--- src/rtl/core/obbsat_pkg.sv ---
// obbsat_pkg: width helpers shared by the oriented box overlap pipeline
// no dependencies; imported by every module of the block

package obbsat_pkg;

  // word size at which the arithmetic of the box test wraps
  localparam int WORD_W = 64;

  function automatic int imax(input int a, input int b);
    return (a > b) ? a : b;
  endfunction

  function automatic int imin(input int a, input int b);
    return (a < b) ? a : b;
  endfunction

  // center offset, one bit over the coordinate
  function automatic int ofs_w(input int cw);
    return cw + 1;
  endfunction

  // offset times a trig value
  function automatic int prod_w(input int cw, input int tw);
    return cw + 1 + tw;
  endfunction

  // magnitude of a relative rotation entry
  function automatic int mag_w(input int tw);
    return 2 * tw;
  endfunction

  // projection of the offset on a box axis
  function automatic int proj_w(input int cw, input int tw);
    return cw + tw + 2;
  endfunction

  // widened extent, sum of two magnitude times half size products
  function automatic int ext_w(input int cw, input int tw);
    return 2 * tw + cw;
  endfunction

endpackage

--- src/rtl/core/obbsat_axis_cmp.sv ---
// obbsat_axis_cmp: stage five, separation test on one box axis
// depends on obbsat_pkg

module obbsat_axis_cmp
  import obbsat_pkg::*;
#(
  parameter int COORD_WIDTH = 24,
  parameter int TRIG_WIDTH  = 16
) (
  input  logic                          clk,
  input  logic signed [proj_w(COORD_WIDTH, TRIG_WIDTH)-1:0] proj,
  input  logic [ext_w(COORD_WIDTH, TRIG_WIDTH)-1:0] ext,
  input  logic        [COORD_WIDTH-2:0] half,
  output logic                          sep
);

  localparam int FRAC  = TRIG_WIDTH - 1;
  localparam int PJ_W  = proj_w(COORD_WIDTH, TRIG_WIDTH);
  localparam int EX_W  = ext_w(COORD_WIDTH, TRIG_WIDTH);
  localparam int E_W   = imax(imax(PJ_W + FRAC, EX_W + 1), COORD_WIDTH + 2 * FRAC) + 1;
  localparam int CMP_W = imin(E_W, WORD_W);

  logic signed [E_W-1:0]   c_full, e_full, h_full;
  logic signed [E_W-1:0]   hi_full, lo_full, nh_full;
  logic signed [CMP_W-1:0] hi_t, lo_t, nh_t, h_t;
  logic                    sep_r, sep_nxt;

  // exact interval of the other box on this axis, wrapped to the word size
  always_comb begin
    c_full  = E_W'(proj) <<< FRAC;
    e_full  = E_W'(ext);
    h_full  = E_W'(half) <<< (2 * FRAC);
    hi_full = c_full + e_full;
    lo_full = c_full - e_full;
    nh_full = -h_full;
    hi_t    = hi_full[CMP_W-1:0];
    lo_t    = lo_full[CMP_W-1:0];
    nh_t    = nh_full[CMP_W-1:0];
    h_t     = h_full[CMP_W-1:0];
    // strict compares: touching boxes stay overlapping
    sep_nxt = (hi_t < nh_t) || (h_t < lo_t);
  end

  always_ff @(posedge clk) begin
    sep_r <= sep_nxt;
  end

  assign sep = sep_r;

endmodule

--- config.mk ---
export PLATFORM = sky130hd
export DESIGN_NAME = obbsat_axis_cmp
export DESIGN_NICKNAME = d
export VERILOG_FILES = /design/src/rtl/core/obbsat_pkg.sv /design/src/rtl/core/obbsat_axis_cmp.sv
export SDC_FILE = /design/constraint.sdc
export NUM_CORES = 1
export LEC_CHECK = 0
export BUFFER_PORTS_ARGS = -buffer_cell sky130_fd_sc_hd__buf_2
export CORE_UTILIZATION = 41
export CTS_BUF_LIST = sky130_fd_sc_hd__clkbuf_4 sky130_fd_sc_hd__clkbuf_8
export CTS_CLUSTER_DIAMETER = 30
export CTS_CLUSTER_SIZE = 14
export DETAILED_ROUTE_END_ITERATION = 6
export PLACE_DENSITY = 0.71
export SYNTH_ARGS = -nofsm -noshare
export SYNTH_HDL_FRONTEND = slang
export SYNTH_SLANG_ARGS = --single-unit
export TNS_END_PERCENT = 50
--- constraint.sdc ---
create_clock -name clk -period 7.58 [get_ports clk]
set_clock_uncertainty 0.2 [all_clocks]
set_input_delay 1.137 -clock clk [delete_from_list [all_inputs] [get_ports clk]]
set_output_delay 1.137 -clock clk [all_outputs]
set_load 0.01 [all_outputs]
# After elaboration in Yosys (flattened, before gate mapping)
# Index checks and enable logic that the tools add are counted.
totals:
  ff_bits: 1
  inputBits: 122
  output_inout_bits: 1
op_classes:
  n_addsub: 3
  magnitude_cmp: 2
  reduce_logical: 1
ops:
  columns: ["op", "count"]
  rows:
  - ["$add A57 B57 Y58", 1]
  - ["$lt A54 B58 Y1", 1]
  - ["$lt A58 B58 Y1", 1]
  - ["$neg A53 Y58", 1]
  - ["$sub A57 B57 Y58", 1]
  - ["$logic_or A1 B1 Y1", 1]

# Longest topological paths before layout
# Gate-level depths: netlist (run 1).
logic_depth:
  depth_word: 3
  ltp_mapped: 28
  ltp_nobuf: 27

# Worst setup path before layout (run 1)
# OpenSTA, ideal clock, no wires.
synth_timing:
  kind: "input -> register"
  from: "input ext[15]"
  to: "register sep_r, in the netlist sep"
  arrival_ns: 6.500
  path_slack_ns: 0.757
  path_stages: 27
  cell_sequence: "inv_1 ha_1 or3b_2 or4_4 o31ai_4 a21oi_1 o31a_1 o21ai_0 nand3_1 nand2_1 nand4_1 nand2_1 a21oi_1 xor2_1 ha_1 nand4_1 nor2_1 o2111ai_1 or4_1 or3_1 nor4_1 nand4_1 nor4_1 o221ai_2 o31ai_1 a221o_1 o21ai_1"
synth_via:
  elab_chain_len: 3
synth_lines:
  columns: ["item", "line", "text"]
  rows:
  - ["from (decl)", "obbsat_axis_cmp.sv:12", "input logic [ext_w(COORD_WIDTH, TRIG_WIDTH)-1:0] ext,"]
  - ["$add A57 B57 Y58 / $sub A57 B57 Y58 (equally long branches)", "obbsat_axis_cmp.sv:33, obbsat_axis_cmp.sv:34", null]
  - ["$lt A58 B58 Y1 / $lt A54 B58 Y1 (equally long branches)", "obbsat_axis_cmp.sv:41", "sep_nxt = (hi_t < nh_t) || (h_t < lo_t);"]
  - ["$logic_or A1 B1 Y1 (*)", "obbsat_axis_cmp.sv:41", null]
  - ["named net sep_nxt", "obbsat_axis_cmp.sv:26", "logic sep_r, sep_nxt;"]
  - ["to (signal assigned)", "obbsat_axis_cmp.sv:45", "sep_r <= sep_nxt;"]
  - ["to (decl)", "obbsat_axis_cmp.sv:26", null]
# The timed path passes the listed nets; every way through them passes the cells marked *.

# Worst setup path after layout (run 1)
# Ends and elaborated chain as after synthesis.

==> out/summary.log, run 1 <==
INFO  global_route   grt_first_pass_wirelength=24.14mm
INFO  global_route   grt_max_degree=12
INFO  logic_synthesis avgSynthCellArea=7.026squm
INFO  run            max-cap-violations=0
INFO  final_layout   layout_commonest_cell=sky130_fd_sc_hd__ha_1
INFO  route          num_vias=5968
INFO  final_layout   areaGrowthSynthToFinish=14.07%
INFO  setup_path     critPathMaxStageDelay=0.50ns
INFO  logic_synthesis synth_top_cell_by_area=sky130_fd_sc_hd__ha_1
INFO  route          postRouteWirelength=14.69mm
INFO  global_route   first_global_vias=5439
INFO  logic_synthesis count_of_flip_flops_with_a_built_in_enable_after_synthesis=0
INFO  placed_design  hpwl=12.80mm
INFO  timing         timing.final.max_slew_violations=0
INFO  route          drt-initial-drc-count=295
INFO  setup_path     critical_path.startpoint_type=input port
INFO  floorplanning  initial_utilization=0.4218
INFO  logic_synthesis netlist_instances=795
INFO  floorplanning  placementRows=42
INFO  timing         fin_tns_setup=0ns
INFO  logic_synthesis asyncSetResetFlopFracSynth=0
INFO  timing         slew_headroom=0.4844
INFO  placed_design  post_dp_cell_area=6331squm
INFO  outcome        outcome=finished clean
INFO  placed_design  gpl.final_weighted_congestion=0.9483
INFO  global_route   grt_overflow_total=0
INFO  logic_synthesis synth-seq-cells=1
INFO  setup_path     required=7.25ns
INFO  final_layout   stdcell_area=6371squm
INFO  route          average_via_count_per_standard_cell=5.546
INFO  timing         period_share=0.9418
INFO  global_route   antenna_violations_before_repair=0
INFO  setup_path     crit_arrival=6.81ns
INFO  logic_synthesis yosys-top-cells-area=sky130_fd_sc_hd__ha_1 30%, sky130_fd_sc_hd__a21oi_1 7.0%, sky130_fd_sc_hd__xnor2_1 6.0%, sky130_fd_sc_hd__inv_1 5.7%, sky130_fd_sc_hd__nor2_1 4.7%
INFO  placed_design  numPortBuffers=122
INFO  timing         highest_clock_rate=140.1MHz
INFO  floorplanning  floorplan.core_area=13240squm
INFO  final_layout   commonest_non_fill_non_tap_cells_in_the_layout=134 x sky130_fd_sc_hd__ha_1, 122 x sky130_fd_sc_hd__buf_2, 85 x sky130_fd_sc_hd__inv_1
INFO  logic_synthesis synthesized_cell_area=5585squm
INFO  setup_path     crit_family=simple AND/OR/NAND/NOR gates
INFO  final_layout   insertedDiodeCount=0
INFO  final_layout   final_layout_size_suffix_gt1_frac=0.1744
INFO  logic_synthesis ys_warn_count=0
INFO  setup_path     timing.critical_path.slowest_stage_cell=sky130_fd_sc_hd__or4_1
INFO  final_layout   largest_register_ffs=1
INFO  global_route   track_usage=0.1986
INFO  setup_path     critPathMaxFanout=4
INFO  timing         hold_viol=0
INFO  floorplanning  chipHeight=118.7um
INFO  clock_tree     path_clk_slew=0ns
INFO  route          wire_per_inst=13.65um
INFO  timing         worst_slew_pin_slew=0.7635ns
INFO  timing         setup-violations-final=0
INFO  logic_synthesis synth_fp_nets=1052
INFO  timing         period_needed=7.139ns
INFO  logic_synthesis synth_flop_cell=sky130_fd_sc_hd__dfxtp_1
INFO  route          drt.antenna.violating_nets=0
INFO  setup_path     crit_top_cell=sky130_fd_sc_hd__nand4_1
INFO  route          drc_errors=0
INFO  logic_synthesis synth_top_cell_area_share=0.3002
INFO  clock_tree     post_cts_hold_buffer_count=0
INFO  floorplanning  fp.dieArea=14090squm
INFO  final_layout   final_net_count=1159
INFO  min_path       min_path_type=flip-flop to primary output
INFO  floorplanning  dieWidth=118.7um
INFO  setup_path     worstSetupEndpointType=flip-flop
INFO  logic_synthesis yosysUniqueCellTypes=73
INFO  power          powerDensity=81.08nW/um^2
INFO  route          drt_pass1_iterations=5
INFO  setup_path     timing.critical_path.buf_inv=2
INFO  power          power.ir.vdd_worst=39.46uV
INFO  setup_path     path_class=input port to flip-flop
INFO  timing         final.setup.worst_slack=0.4410ns
INFO  floorplanning  io_pins=123
INFO  power          p_leak=3.172nW
INFO  placed_design  pre_cts_slack=0.05429ns
INFO  logic_synthesis synth_seq_area_share=0.003584
layer usage:
layer  wire, um  up-vias  GRT usage
met5          0        -          0
met4        178        0    0.03006
met3       1053       17    0.01737
met2       6518      220     0.3366
met1       6934     2642     0.2756
li1           -     3089          -
worst paths after layout:
kind   startpoint           to  slack, ns  depth (start not counted)
max       ext[15]  sep$_DFF_P_       0.44                         28
min   sep$_DFF_P_          sep       1.33                          1
report_power, final:
group	internal (W)	total, W	leakage (nW)	switching (W)
combinational	0.000224	0.000510	3.16	0.000286
clock	0	0	0	0
sequential	0.00000615	0.00000627	0.00843	0.000000120
total	0.000230	0.000517	3.17	0.000286
through the flow:
stage | hold slack, ns | utilization | power, W | std cells
2_1_floorplan | 1.114 | - | 0.0003717 | 795
3_3_place_gp | 1.315 | 0.4781 | 0.0005041 | 1076
3_5_place_dp | 1.322 | 0.4781 | 0.0005053 | 1076
4_1_cts | 1.321 | 0.4781 | 0.0005105 | 1076
5_1_grt | 1.336 | 0.4811 | 0.0005766 | 1076
6_report | 1.330 | 0.4811 | 0.0005166 | 1076
synthesized netlist by cell type (all sizes together), types with 3 or more instances:
library cell  number
a211oi            11
a21o              21
a21oi             78
a221oi             3
a31oi              8
and2               4
and3               3
buf                6
clkbuf            20
ha               134
inv               85
mux2i              3
nand2             41
nand2b             3
nand3             15
nand3b             3
nand4             16
nor2              70
nor2b             14
nor3              27
nor4              22
nor4b              3
o2111ai            5
o211ai             5
o21a               6
o21ai             33
o21bai            16
o221ai             3
o22ai              3
o31a               3
o31ai              6
o41ai              5
or2                7
or3               10
or4                7
xnor2             38
xor2              28
repair_timing:
action	4_1_cts	5_1_grt
buffers inserted	0	0
gates resized for setup	0	9
setup endpoints to repair	0	1
cell families after synthesis:
kind of cell / share of synthesized area
DFF: 0.003584
xor gates and xnor gates: 0.1035
buffers and inverters: 0.08445
muxes: 0.005377
adders and majority gates: 0.3038
AOI/OAI and AO/OA: 0.2596
and+or+nand+nor: 0.2397
layout make-up:
class,instances,area [sq um]
fill,1407,6872
multi-input combinational,683,5134
timing repair buffer,131,678.2
inverter,85,319.1
tap,176,220.2
sequential,1,20.02
No activity file was read; power rests on OpenSTA's default activity.
==> inputs of run 2 (changes only) <==
- CELL_PAD_IN_SITES_DETAIL_PLACEMENT: default -> 0
- CELL_PAD_IN_SITES_GLOBAL_PLACEMENT: default -> 1
- PLACE_DENSITY: 0.71 -> 0.92
==> run 2 against run 1 <==
Via count decreased by 0.64%; critical path depth unchanged; critical endpoint unchanged; global-route usage increased by 0.13 points; power about the same; final cell count increased by 0.56%; worst hold slack got worse by 0.0063 ns; cell area increased by 0.35%; critical path type unchanged; core utilization increased by 0.17 points; worst setup slack improved by 0.047 ns; combinational power about the same; highest routed layer unchanged; sequential power about the same.
==> out/summary.log, run 2 (synthesis gave the netlist of run 1 again) <==
INFO  route          drt-initial-drc-count=257
INFO  placed_design  hpwl=12.85mm
INFO  power          p_sw_frac=0.5495
INFO  setup_path     critical_path.startpoint_type=input port
INFO  setup_path     crit_top_cell=sky130_fd_sc_hd__nand4_1
INFO  timing         slew_headroom=0.5012
INFO  timing         highest_clock_rate=141.0MHz
INFO  final_layout   final_layout_size_suffix_gt1_frac=0.1777
INFO  route          drt.antenna.violating_nets=0
INFO  power          p_leak=3.194nW
INFO  global_route   track_usage=0.1999
INFO  power          sequentialPowerShare=0.012
INFO  setup_path     path_class=input port to flip-flop
INFO  power          power.ir.vdd_worst=37.28uV
INFO  floorplanning  fp.dieArea=14090squm
INFO  power          internal-power=0.0002328W
INFO  timing         period_share=0.9356
INFO  setup_path     critPathMaxStageDelay=0.51ns
INFO  final_layout   stdcell_area=6394squm
INFO  floorplanning  chipHeight=118.7um
INFO  floorplanning  io_pins=123
INFO  floorplanning  floorplan.core_area=13240squm
INFO  power          share_comb_of_total_power=0.988
INFO  final_layout   layout_commonest_cell=sky130_fd_sc_hd__ha_1
INFO  route          drc_errors=0
INFO  global_route   antenna_violations_before_repair=0
INFO  outcome        outcome=finished clean
INFO  setup_path     worstSetupEndpointType=flip-flop
INFO  clock_tree     path_clk_slew=0ns
INFO  final_layout   filler_cell_count=1437
INFO  placed_design  gpl.final_weighted_congestion=0.9237
INFO  power          netSwitchingPower=0.0002839W
INFO  route          drt_pass1_iterations=5
INFO  route          num_vias=5930
INFO  global_route   grt_first_pass_wirelength=24.21mm
INFO  clock_tree     post_cts_hold_buffer_count=0
INFO  setup_path     timing.critical_path.slowest_stage_cell=sky130_fd_sc_hd__or4_1
INFO  timing         whs=1.324ns
INFO  setup_path     crit_arrival=6.76ns
INFO  final_layout   final_net_count=1165
INFO  route          wire_per_inst=13.47um
INFO  route          average_via_count_per_standard_cell=5.481
INFO  timing         final.setup.worst_slack=0.4879ns
INFO  timing         worst_slew_pin_slew=0.7386ns
INFO  timing         fin_tns_setup=0ns
INFO  final_layout   commonest_non_fill_non_tap_cells_in_the_layout=134 x sky130_fd_sc_hd__ha_1, 122 x sky130_fd_sc_hd__buf_2, 85 x sky130_fd_sc_hd__inv_1
INFO  placed_design  post_dp_cell_area=6361squm
INFO  run            max-cap-violations=0
INFO  floorplanning  dieWidth=118.7um
INFO  timing         hold_viol=0
INFO  final_layout   multi_input_comb_area=5111squm
INFO  final_layout   layout.area.seq=20.02squm
INFO  final_layout   areaGrowthSynthToFinish=14.47%
INFO  setup_path     worstSetupEndpoint=sep$_DFF_P_
INFO  setup_path     startpoint=ext[15]
INFO  min_path       min_path_type=input port to flip-flop
INFO  placed_design  pre_cts_slack=0.2209ns
INFO  global_route   first_global_vias=5434
INFO  timing         timing.final.max_slew_violations=0
INFO  global_route   grt_max_degree=11
INFO  global_route   grt_overflow_total=0
INFO  timing         period_needed=7.092ns
INFO  power          powerDensity=80.80nW/um^2
INFO  timing         setup-violations-final=0
INFO  final_layout   final_cells=1082
INFO  setup_path     required=7.25ns
INFO  final_layout   largest_register_ffs=1
INFO  min_path       whs_path_depth=3
INFO  placed_design  placedCellCount=1080
INFO  power          pwr-share-clk=0
INFO  setup_path     critPathMaxFanout=4
INFO  final_layout   insertedDiodeCount=0
INFO  placed_design  numPortBuffers=122
INFO  route          postRouteWirelength=14.57mm
INFO  floorplanning  placementRows=42
INFO  floorplanning  initial_utilization=0.4218
run 2: timing repair:
| action | in CTS | in global routing |
|---|---|---|
| endpoints found under the setup margin | 0 | 1 |
| setup buffers | 0 | 2 |
| resized for setup | 0 | 6 |
run 2: worst min-delay path by stage:
stage | startpoint | slack (ns) | end
global route | sep$_DFF_P_ | 1.33 | sep
CTS | proj[41] | 1.32 | sep$_DFF_P_
global placement | proj[41] | 1.31 | sep$_DFF_P_
finish | proj[41] | 1.32 | sep$_DFF_P_
detailed placement | proj[41] | 1.33 | sep$_DFF_P_
floorplan | proj[41] | 1.11 | sep$_DFF_P_
run 2: worst max-delay path, delay by kind of cell:
kind / cells / cell delay [ns]
AOI/OAI and AO/OA: 11 / 1.86
xor gates and xnor gates: 1 / 0.08
adders and majority gates: 2 / 0.57
buffers and inverters: 2 / 0.13
and+or+nand+nor: 12 / 3.00
run 2: through the flow:
step,util,total power [W]
after global routing,0.4828,0.0005843
after global placement,0.4803,0.0005080
after detailed placement,0.4803,0.0005079
after CTS,0.4803,0.0005127
after floorplan,-,0.0003717
final,0.4828,0.0005166
run 2: cell type report:
class                   instances  area share
repair buffers                137      0.1131
inverters                      85     0.04990
multi-input cells             683      0.7994
well taps                     176     0.03444
flip-flops and latches          1    0.003131
run 2: layer usage:
layer	share of wire	GRT usage	vias to the layer above
li1	-	-	3115
met1	0.50	0.2832	2637
met2	0.45	0.3443	174
met3	0.052	0.01207	4
met4	0.0031	0.01187	0
met5	0	0	-
run 2: power groups by stage:
stage                     Combinational [W]  Clock, W  Sequential (W)
after global placement             0.000502         0      0.00000630
final                              0.000510         0      0.00000626
after detailed placement           0.000502         0      0.00000626
after floorplan                    0.000365         0      0.00000677
after CTS                          0.000506         0      0.00000626
after global routing               0.000578         0      0.00000628
==> inputs of run 3 (changes only) <==
- BUFFER_PORTS_ARGS: -buffer_cell sky130_fd_sc_hd__buf_2 -> default
- DONT_BUFFER_PORTS: default -> 1
- PLACE_DENSITY: 0.92 -> 0.81
==> run 3 against run 2 <==
Global-route usage grew 1.4 points; power is 8.2% lower; cell area is 9.8% lower; sequential power rose by 9.4%; highest routed layer unchanged; largest power group unchanged.
==> out/summary.log, run 3 (synthesis gave the netlist of run 1 again) <==
INFO  placed_design  hpwl=13.68mm
INFO  global_route   grt_overflow_total=0
INFO  final_layout   areaGrowthSynthToFinish=3.271%
INFO  setup_path     worstSetupEndpointType=flip-flop
INFO  route          drt_pass1_iterations=4
INFO  timing         period_needed=7.092ns
INFO  floorplanning  placementRows=42
INFO  timing         highest_clock_rate=141.0MHz
INFO  timing         whs=1.132ns
INFO  power          share_comb_of_total_power=0.986
INFO  placed_design  numPortBuffers=0
INFO  min_path       min_path_type=input port to flip-flop
INFO  route          wire_per_inst=16.37um
INFO  timing         setup-violations-final=0
INFO  final_layout   largest_register_ffs=1
INFO  route          average_via_count_per_standard_cell=5.933
INFO  setup_path     path_class=input port to flip-flop
INFO  final_layout   final_layout_size_suffix_gt1_frac=0.04891
INFO  clock_tree     path_clk_slew=0ns
INFO  route          drc_errors=0
INFO  clock_tree     post_cts_hold_buffer_count=0
INFO  floorplanning  floorplan.core_area=13240squm
INFO  outcome        outcome=finished clean
INFO  route          num_vias=5654
INFO  run            max-cap-violations=0
INFO  power          internal-power=0.0002089W
INFO  global_route   grtUsageMet2=0.3732
INFO  power          p_leak=2.689nW
INFO  power          pwr-share-clk=0
INFO  power          power.ir.vdd_worst=34.64uV
INFO  timing         timing.final.max_slew_violations=0
INFO  setup_path     required=7.25ns
INFO  timing         fin_tns_setup=0ns
INFO  global_route   track_usage=0.2137
INFO  global_route   grt-busiest-layer=met2
INFO  final_layout   final_net_count=1036
INFO  route          postRouteWirelength=15.60mm
INFO  timing         hold_viol=0
INFO  final_layout   commonest_non_fill_non_tap_cells_in_the_layout=134 x sky130_fd_sc_hd__ha_1, 85 x sky130_fd_sc_hd__inv_1, 77 x sky130_fd_sc_hd__a21oi_1
INFO  floorplanning  fp.dieArea=14090squm
INFO  global_route   first_global_vias=5563
INFO  floorplanning  dieWidth=118.7um
INFO  setup_path     crit_arrival=6.76ns
INFO  floorplanning  chipHeight=118.7um
INFO  floorplanning  initial_utilization=0.4218
INFO  final_layout   layout_commonest_cell=sky130_fd_sc_hd__ha_1
INFO  global_route   grt.met1_usage=0.2760
INFO  global_route   gr-usage-met3=0.03475
INFO  placed_design  gpl.final_weighted_congestion=0.9511
INFO  timing         slew_headroom=0.4613
INFO  timing         period_share=0.9356
INFO  global_route   grt_max_degree=12
INFO  route          drt-initial-drc-count=218
INFO  power          sequentialPowerShare=0.014
INFO  power          powerDensity=82.22nW/um^2
INFO  power          netSwitchingPower=0.0002654W
INFO  power          p_sw_frac=0.5595
INFO  timing         worst_slew_pin_slew=0.7976ns
INFO  route          drt.antenna.violating_nets=0
INFO  global_route   antenna_violations_before_repair=0
INFO  final_layout   insertedDiodeCount=0
INFO  setup_path     critical_path.startpoint_type=input port
INFO  timing         rsz_0062_raised_after_global_routing=false
INFO  global_route   grt_first_pass_wirelength=25.63mm
INFO  floorplanning  io_pins=123
INFO  setup_path     critPathMaxFanout=4
run 3: changes by cell type in the layout (fill, tap and decap cells not counted), sizes merged:
| cell | delta |
|---|---|
| buf | -129 |
run 3: metal layers:
layer,routed length [um],share of wire
met1,7113,0.46
met3,1075,0.069
met5,0,0
met4,274,0.018
met2,7135,0.46
run 3: path summary, 6_finish.rpt:
path | start | endpoint | slack, ns | cells past startpoint
setup / recovery | ext[15] | sep$_DFF_P_ | 0.49 | 27
hold / removal | proj[41] | sep$_DFF_P_ | 1.13 | 2
run 3: final cells by class:
class / instances / area, sq um
fill: 1421 / 7475
multi-input combinational: 683 / 5149
inverter: 85 / 319.1
tap: 176 / 220.2
timing repair buffer: 8 / 60.06
sequential: 1 / 20.02
run 3: worst max-delay path: stages:
cell and delay (ns):
sky130_fd_sc_hd__inv_1 0.02, sky130_fd_sc_hd__ha_1 0.27, sky130_fd_sc_hd__or3b_2 0.47, sky130_fd_sc_hd__or4_4 0.47, sky130_fd_sc_hd__o31ai_4 0.31, sky130_fd_sc_hd__a21oi_2 0.12, sky130_fd_sc_hd__o31a_1 0.31, sky130_fd_sc_hd__o21ai_2 0.15
sky130_fd_sc_hd__nand3_1 0.09, sky130_fd_sc_hd__nand2_1 0.12, sky130_fd_sc_hd__nand4_1 0.10, sky130_fd_sc_hd__nand2_1 0.12, sky130_fd_sc_hd__a21oi_1 0.08, sky130_fd_sc_hd__xor2_1 0.15, sky130_fd_sc_hd__ha_1 0.30, sky130_fd_sc_hd__nand4_1 0.14
sky130_fd_sc_hd__nor2_2 0.14, sky130_fd_sc_hd__o2111ai_1 0.12, sky130_fd_sc_hd__or4_1 0.51, sky130_fd_sc_hd__or3_1 0.33, sky130_fd_sc_hd__nor4_2 0.15, sky130_fd_sc_hd__nand4_1 0.19, sky130_fd_sc_hd__nor4_4 0.34, sky130_fd_sc_hd__o221ai_2 0.16
sky130_fd_sc_hd__o31ai_1 0.21, sky130_fd_sc_hd__a221o_1 0.17, sky130_fd_sc_hd__o21ai_1 0.06
run 3: timing repair:
item | 4_1_cts | 5_1_grt
gates resized for setup | 0 | 13
buffers inserted | 0 | 1
endpoints found under the setup margin | 0 | 1
run 3: power by group through the flow:
stage / Combinational, W / Sequential, W / Clock, W
6_report: 0.000467 / 0.00000685 / 0
5_1_grt: 0.000529 / 0.00000694 / 0
4_1_cts: 0.000460 / 0.00000691 / 0
3_5_place_dp: 0.000455 / 0.00000691 / 0
3_3_place_gp: 0.000449 / 0.00000680 / 0
2_1_floorplan: 0.000365 / 0.00000677 / 0
run 3: metrics by stage:
| stage | worst slack [ns] | power, W | instances | util | instance area, sq um |
|---|---|---|---|---|---|
| after floorplan | 0.7565 | 0.0003717 | 795 | - | 5585 |
| after global placement | 0.4441 | 0.0004554 | 952 | 0.4308 | 5705 |
| after CTS | 0.1953 | 0.0004665 | 952 | 0.4308 | 5705 |
| after detailed placement | 0.2146 | 0.0004619 | 952 | 0.4308 | 5705 |
| after global routing | 0.05095 | 0.0005357 | 953 | 0.4356 | 5768 |
| final | 0.4885 | 0.0004743 | 953 | 0.4356 | 5768 |
